===== config.mk =====
export PLATFORM = sky130hd
export DESIGN_NAME = rom_read_cache_lookup_fill
export DESIGN_NICKNAME = d
export VERILOG_FILES = /design/src/sv/rrclf_pkg.sv /design/src/sv/rom_read_cache_lookup_fill.sv /design/src/sv/rrclf_tags.sv
export SDC_FILE = /design/constraint.sdc
export NUM_CORES = 2
export LEC_CHECK = 0
export CORE_ASPECT_RATIO = 0.6
export CORE_UTILIZATION = 59
export CTS_CLUSTER_SIZE = 24
export DETAILED_ROUTE_END_ITERATION = 6
export DONT_BUFFER_PORTS = 1
export PLACE_DENSITY = 0.79
export SLEW_MARGIN = 20
export SYNTH_ARGS = -nofsm -noshare
export SYNTH_HDL_FRONTEND = slang
export SYNTH_SLANG_ARGS = --single-unit

===== constraint.sdc =====
create_clock -name clk -period 8.57 [get_ports clk]
set_input_delay 0.857 -clock clk [delete_from_list [all_inputs] [get_ports clk]]
set_output_delay 0.857 -clock clk [all_outputs]
set_load 0.01 [all_outputs]

===== src/sv/rrclf_pkg.sv =====
`timescale 1ns / 1ps

package rrclf_pkg;

	// Line geometry
	localparam logic [31:0] LINE_BYTES = 32'd4096;
	localparam logic [31:0] FILL_ALIGN = 32'd512;
	localparam logic [31:0] ALIGN_MASK = FILL_ALIGN - 32'd1;

	// Result field widths
	localparam int SLOT_W  = 6;
	localparam int DELTA_W = 12;
	localparam int FLEN_W  = 13;

	// Source modes
	localparam logic [1:0] MODE_NONE   = 2'd0;
	localparam logic [1:0] MODE_MEMORY = 2'd1;
	localparam logic [1:0] MODE_FILE   = 2'd2;
	localparam logic [1:0] MODE_UNUSED = 2'd3;

	// Configuration register indexes
	localparam logic [1:0] CFG_SOURCE_MODE  = 2'd0;
	localparam logic [1:0] CFG_ROM_SIZE     = 2'd1;
	localparam logic [1:0] CFG_CACHE_ENABLE = 2'd2;

	typedef enum logic [2:0] {
		ST_RANGE_ERR = 3'd0,
		ST_EMPTY_OK  = 3'd1,
		ST_MEM_DIRECT = 3'd2,
		ST_HIT       = 3'd3,
		ST_FILLED    = 3'd4,
		ST_FILL_FAIL = 3'd5,
		ST_UNCACHED  = 3'd6
	} status_t;

	// Tag lookup answer
	typedef struct packed {
		logic                hit;
		logic [SLOT_W-1:0]   slot;
		logic [DELTA_W-1:0]  delta;
		logic [SLOT_W-1:0]   victim;
	} lookup_t;

	// Tag commit into the victim slot
	typedef struct packed {
		logic        en;
		logic        ok;
		logic [31:0] start;
		logic [32:0] line_end;
	} commit_t;

endpackage


===== src/sv/rom_read_cache_lookup_fill.sv =====
`timescale 1ns / 1ps
// Pipeline: a request is captured in the input register and its result in the
// result register, with done high for a single cycle per result.
// Throughput: one request per cycle; busy stays low, the tag lookup and the
// fill commit both finish in the single stage after the input register.
// Reset: arst_n clears configuration, all line tags and the victim pointer.
module rom_read_cache_lookup_fill #(
	parameter int SLOTS = 8
) (
	input  logic        clk,
	input  logic        arst_n,
	// configuration write port
	input  logic        cfg_we,
	input  logic [1:0]  cfg_index,
	input  logic [31:0] cfg_wdata,
	// request transaction
	input  logic        start,
	output logic        busy,
	input  logic [31:0] read_offset,
	input  logic [31:0] read_length,
	input  logic        fill_ok,
	// result transaction
	output logic        done,
	output logic [2:0]  status,
	output logic [5:0]  slot,
	output logic [11:0] line_delta,
	output logic [31:0] fill_start,
	output logic [12:0] fill_length
);

	// Configuration registers
	logic [1:0]  source_mode_q;
	logic [31:0] rom_size_q;
	logic        cache_enable_q;

	// Input register
	logic        valid_s1;
	logic [31:0] off_s1;
	logic [31:0] len_s1;
	logic [32:0] end_s1;
	logic        ok_s1;

	// Result register
	logic        done_q;
	rrclf_pkg::status_t status_q;
	logic [5:0]  slot_q;
	logic [11:0] delta_q;
	logic [31:0] fstart_q;
	logic [12:0] flen_q;

	rrclf_pkg::lookup_t lookup;
	rrclf_pkg::commit_t commit;

	logic        range_err;
	logic        cached;
	logic [31:0] aligned;
	logic [31:0] align_delta;
	logic        fits;
	logic [31:0] fstart;
	logic [11:0] fdelta;
	logic [31:0] remain;
	logic [12:0] flen;

	rrclf_pkg::status_t status_d;
	logic [5:0]  slot_d;
	logic [11:0] delta_d;
	logic [31:0] fstart_d;
	logic [12:0] flen_d;

	// The stage never holds a request, so busy is tied low.
	assign busy = 1'b0;

	always_ff @(posedge clk or negedge arst_n) begin
		if (!arst_n) begin
			source_mode_q  <= rrclf_pkg::MODE_NONE;
			rom_size_q     <= '0;
			cache_enable_q <= 1'b0;
		end else if (cfg_we) begin
			case (cfg_index)
				rrclf_pkg::CFG_SOURCE_MODE:  source_mode_q  <= cfg_wdata[1:0];
				rrclf_pkg::CFG_ROM_SIZE:     rom_size_q     <= cfg_wdata;
				rrclf_pkg::CFG_CACHE_ENABLE: cache_enable_q <= cfg_wdata[0];
				default: ;
			endcase
		end
	end

	// Capture the request; precompute its end so the range check is a single
	// 33-bit compare and the tag compares use the end directly.
	always_ff @(posedge clk or negedge arst_n) begin
		if (!arst_n) begin
			valid_s1 <= 1'b0;
		end else begin
			valid_s1 <= start;
		end
	end

	always_ff @(posedge clk) begin
		if (start) begin
			off_s1 <= read_offset;
			len_s1 <= read_length;
			end_s1 <= {1'b0, read_offset} + {1'b0, read_length};
			ok_s1  <= fill_ok;
		end
	end

	rrclf_tags #(
		.SLOTS(SLOTS)
	) u_tags (
		.clk       (clk),
		.arst_n    (arst_n),
		.req_offset(off_s1),
		.req_end   (end_s1),
		.commit    (commit),
		.lookup    (lookup)
	);

	// Classify: offset + length past the store end covers both range errors.
	assign range_err = (source_mode_q == rrclf_pkg::MODE_NONE)
		|| (source_mode_q == rrclf_pkg::MODE_UNUSED)
		|| (end_s1 > {1'b0, rom_size_q});
	assign cached = !range_err && (len_s1 != '0)
		&& (source_mode_q == rrclf_pkg::MODE_FILE)
		&& cache_enable_q && (len_s1 <= rrclf_pkg::LINE_BYTES);

	// Fill window: align down, unless the request then overruns the line.
	always_comb begin
		aligned     = off_s1 & ~rrclf_pkg::ALIGN_MASK;
		align_delta = off_s1 & rrclf_pkg::ALIGN_MASK;
		fits = ({1'b0, align_delta} + {1'b0, len_s1}) <= {1'b0, rrclf_pkg::LINE_BYTES};
		fstart = fits ? aligned : off_s1;
		fdelta = fits ? align_delta[11:0] : 12'd0;
		remain = rom_size_q - fstart;
		flen   = (remain < rrclf_pkg::LINE_BYTES) ? remain[12:0]
			: rrclf_pkg::LINE_BYTES[12:0];
	end

	// Commit on every cached miss; the tag block clears the slot on a failed fill.
	always_comb begin
		commit.en       = valid_s1 && cached && !lookup.hit;
		commit.ok       = ok_s1;
		commit.start    = fstart;
		commit.line_end = {1'b0, fstart} + 33'(flen);
	end

	always_comb begin
		slot_d   = '0;
		delta_d  = '0;
		fstart_d = '0;
		flen_d   = '0;
		if (range_err) begin
			status_d = rrclf_pkg::ST_RANGE_ERR;
		end else if (len_s1 == '0) begin
			status_d = rrclf_pkg::ST_EMPTY_OK;
		end else if (source_mode_q == rrclf_pkg::MODE_MEMORY) begin
			status_d = rrclf_pkg::ST_MEM_DIRECT;
		end else if (!cached) begin
			status_d = rrclf_pkg::ST_UNCACHED;
		end else if (lookup.hit) begin
			status_d = rrclf_pkg::ST_HIT;
			slot_d   = lookup.slot;
			delta_d  = lookup.delta;
		end else begin
			status_d = ok_s1 ? rrclf_pkg::ST_FILLED : rrclf_pkg::ST_FILL_FAIL;
			slot_d   = lookup.victim;
			delta_d  = fdelta;
			fstart_d = fstart;
			flen_d   = flen;
		end
	end

	always_ff @(posedge clk or negedge arst_n) begin
		if (!arst_n) begin
			done_q <= 1'b0;
		end else begin
			done_q <= valid_s1;
		end
	end

	always_ff @(posedge clk) begin
		if (valid_s1) begin
			status_q <= status_d;
			slot_q   <= slot_d;
			delta_q  <= delta_d;
			fstart_q <= fstart_d;
			flen_q   <= flen_d;
		end
	end

	assign done        = done_q;
	assign status      = status_q;
	assign slot        = slot_q;
	assign line_delta  = delta_q;
	assign fill_start  = fstart_q;
	assign fill_length = flen_q;

endmodule


===== src/sv/rrclf_tags.sv =====
`timescale 1ns / 1ps

module rrclf_tags #(
	parameter int SLOTS = 8
) (
	input  logic                clk,
	input  logic                arst_n,
	input  logic [31:0]         req_offset,
	input  logic [32:0]         req_end,
	input  rrclf_pkg::commit_t  commit,
	output rrclf_pkg::lookup_t  lookup
);

	localparam int SW = (SLOTS > 1) ? $clog2(SLOTS) : 1;

	// Tags hold start and end (start + bytes); a cleared line has end == start.
	logic [31:0] start_q [SLOTS];
	logic [32:0] end_q   [SLOTS];
	logic [SW-1:0] victim_q;

	logic [SLOTS-1:0] hit_vec;
	logic [rrclf_pkg::DELTA_W-1:0] dlt [SLOTS];
	logic [SW-1:0] sel;

	always_comb begin
		for (int i = 0; i < SLOTS; i++) begin
			hit_vec[i] = (req_offset >= start_q[i]) && (req_end <= end_q[i]);
			dlt[i]     = req_offset[rrclf_pkg::DELTA_W-1:0]
				- start_q[i][rrclf_pkg::DELTA_W-1:0];
		end
	end

	// First matching slot wins
	always_comb begin
		sel = '0;
		for (int i = SLOTS - 1; i >= 0; i--) begin
			if (hit_vec[i]) begin
				sel = SW'(i);
			end
		end
	end

	always_comb begin
		lookup.hit    = |hit_vec;
		lookup.slot   = rrclf_pkg::SLOT_W'(sel);
		lookup.delta  = dlt[sel];
		lookup.victim = rrclf_pkg::SLOT_W'(victim_q);
	end

	always_ff @(posedge clk or negedge arst_n) begin
		if (!arst_n) begin
			for (int i = 0; i < SLOTS; i++) begin
				start_q[i] <= '0;
				end_q[i]   <= '0;
			end
			victim_q <= '0;
		end else if (commit.en) begin
			if (commit.ok) begin
				start_q[victim_q] <= commit.start;
				end_q[victim_q]   <= commit.line_end;
				victim_q <= (victim_q == SW'(SLOTS - 1)) ? '0 : victim_q + 1'b1;
			end else begin
				// drop the line: zero length, victim pointer holds
				end_q[victim_q] <= {1'b0, start_q[victim_q]};
			end
		end
	end

endmodule


==> results.tsv <==
metric	value	unit
coreArea	83600	um^2
chipHeight	227	um
grt.total_usage	48.0	%
cts_tree	built	
worst_r2r_endpoint	u_tags.end_q[18]	
rr_worst_depth	46	
setup.worst_path.start	off_s1[0]	
crit_path_end	u_tags.end_q[18]	
peakVddDrop	0.183	mV
setup_slack_placement	-716	ps
crit_top_cell	sky130_fd_sc_hd__buf_4	
worstHoldPathType	in2async	
grt_antenna_before_repair	12	
final-max-slew-violation-count	0	
clock.fmax	0.114	GHz
synth-async-reset-ratio	77.7	%
setup_crit_path_kind	reg2reg	
die_area	85800	um^2
gpl.final_weighted_congestion	1.10	
postRouteWirelength	208	mm
multiInputGateArea	28600	um^2
num_io_pins	171	
cap_violations	1	
rr_startpoint	off_s1[0]	
grt_pass1_vias	42100	
slew_headroom	0.405	%
flip_flop_and_latch_area	18900	um^2
power_leakage	24.2	nW
die_w	377	um
rows	82	
clk-insertion-delay-late	700	ps
gr-total-overflow	0	
run_status	finished, violations left	
synth.cell_area	49900	um^2
grt_use_met2	56.4	%
synth_warnings	0	
arr_time_crit_path	9320	ps
totalNegativeSetupSlack	-9530	ps
drc	24	
grt_max_degree	561	
type_of_element_capturing_the_critical_path	register	
grt_util_met1	66.6	%
drt_iter0_markers	6745	
timing_worst_slew_pin_value	1480	ps
worst_path_largest_cell_delay	430	ps
clock_sinks	721	
num-fill-cells	6641	
global_route_met3_utilization	33.3	%
initial_util	59.7	%
cell_count_after_synthesis	5529	
setup_repair_after_global_routing_missed_its_margin	yes	
critical-path-slowest-cell	sky130_fd_sc_hd__edfxtp_1	
start_kind	register	
number_of_levels_the_h_tree_was_split_into	3	
timing.critical_path.required	9120	ps
crit_path_max_fanout	8	
detailroute.via_count	46300	
violated_checks	DRC, hold timing, capacitance limit, setup timing	
area.growth.synth_to_final	13.6	%
netlist-cell-type-count	89	
ys.flop_type	sky130_fd_sc_hd__dfrtp_1	
ys_seq_area_share	37.8	%
syn_avg_cell_area	9.03	um^2
cts.clk_slew.worst_paths	70	ps
timing.final.ws_setup	-208	ps
clk_root_buffer_cell	sky130_fd_sc_hd__clkbuf_16	
synth_edf_count	161	
final_nets	6520	
drt.antenna.violating_nets	0	
grt_busiest_layer	met1	
numCtsBuffers	71	
final.setup_skew	33.0	ps
final_period_minus_worst_setup_slack	8780	ps
power_density	182	nW/um^2
synth-seq-cells	721	
ff2ff_setup_slack	-210	ps
layout_common_cells	sky130_fd_sc_hd__nand2_1 (701), sky130_fd_sc_hd__inv_1 (636), sky130_fd_sc_hd__ha_1 (634), sky130_fd_sc_hd__dfrtp_1 (556), sky130_fd_sc_hd__o21ai_0 (533)	
port_buffers	0	
grt_pass1_wl	292	mm
most_common_cell_after_layout_fill_and_taps_aside	sky130_fd_sc_hd__nand2_1	
layout-drive-gt1-share	13.0	%
dp_hpwl	159	mm
timing.final.hold_violations	125	
clock_tree.buffer_depth	3	
vias_per_cell	6.63	
drt-wirelength-per-cell	29.8	um
first_pass_iters	7	
worst_hold_margin	-105	ps
total_setup_violations_reported_at_the_end_of_the_flow	76	
final_min_period_over_clock_period	102	%
## synth_stat cells, types with 103 or more instances
| cell | instances | share of area, % |
|---|---|---|
| sky130_fd_sc_hd__o21ai_0 | 626 | 6.3 |
| sky130_fd_sc_hd__xnor2_1 | 103 | 1.8 |
| sky130_fd_sc_hd__ha_1 | 642 | 16 |
| sky130_fd_sc_hd__dfrtp_1 | 560 | 28 |
| sky130_fd_sc_hd__nand2_1 | 703 | 5.3 |
| sky130_fd_sc_hd__inv_1 | 636 | 4.8 |
| sky130_fd_sc_hd__edfxtp_1 | 161 | 9.7 |
| sky130_fd_sc_hd__nor2_1 | 265 | 2.0 |
| sky130_fd_sc_hd__a21o_1 | 138 | 2.1 |
| sky130_fd_sc_hd__clkbuf_1 | 144 | 1.1 |
| sky130_fd_sc_hd__a21oi_1 | 337 | 3.4 |
| sky130_fd_sc_hd__nand4_1 | 127 | 1.6 |
## metrics by stage
stage	std cells	total power, mW	cell area, um^2	hold WS [ps]	utilization [%]
2_1_floorplan	5532	5.39	50000	450	-
3_3_place_gp	6792	6.55	53200	461	63.6
3_5_place_dp	6792	6.57	53200	470	63.6
4_1_cts	6946	10.0	56100	-156	67.1
5_1_grt	6958	10.6	56600	-129	67.7
6_report	6974	10.3	56700	-105	67.8
## flip-flops by register name (all words and copies together), names as in the netlist, 2 cells and up
register	flops
off_s1	32
source_mode_q	2
fill_start	32
status	3
fill_length	13
slot	3
rom_size_q	32
len_s1	32
u_tags.end_q	264
line_delta	12
u_tags.start_q	256
u_tags.victim_q	3
end_s1	33
## layer usage
layer  routed length (um)  share of wire (%)
met4                 6910                3.3
met1                86100                 41
met3                42000                 20
met5                 1210               0.58
met2                71800                 35
## how the worst min path moves through the flow
stage	from	endpoint	depth (start not counted)
6_report	arst_n	u_tags.end_q[220]	0
4_1_cts	arst_n	u_tags.end_q[83]	0
3_5_place_dp	u_tags.end_q[247]	u_tags.end_q[247]	2
2_1_floorplan	u_tags.end_q[100]	u_tags.end_q[100]	2
5_1_grt	arst_n	u_tags.end_q[220]	0
3_3_place_gp	u_tags.end_q[218]	u_tags.end_q[218]	2
## critical path, delay by kind of cell (launching register included)
family,cells,cell delay [ps]
simple gates,13,2150
compound gates,17,2890
buf+inv,9,1320
xor+xnor,2,370
fa+ha+maj,5,1460
flops,1,430
## repair_timing
action	in CTS	in global routing
hold endpoints to repair	560	206
buffers inserted	24	9
endpoints found under the setup margin	170	194
pin swaps	69	47
gates resized for setup	135	107
## area by class of cell
type,count,share of cell area (%)
multi-input combinational,3982,50.5
sequential,721,33.3
timing repair buffer,347,5.04
inverter,640,4.25
clock buffer,93,3.53
tap,1134,2.50
clock inverter,38,0.826
antenna,19,0.0839
## report_power, final
part           internal (mW)  switching (mW)
clock network           1.91            1.54
registers               3.62           0.171
logic                   1.09            1.96
## cell families (layout without fill, tap and decap cells)
family,Yosys count,in the layout,share of synthesized area (%)
AOI/OAI and AO/OA,1504,1504,18.0
and+or+nand+nor,1489,1489,13.7
buffers and inverters,829,1118,6.34
DFF,721,721,37.8
adders and majority gates,654,654,16.6
muxes,180,180,4.93
xor gates and xnor gates,151,151,2.65
other,1,23,0.00751
(Power assumes the default switching activity.)
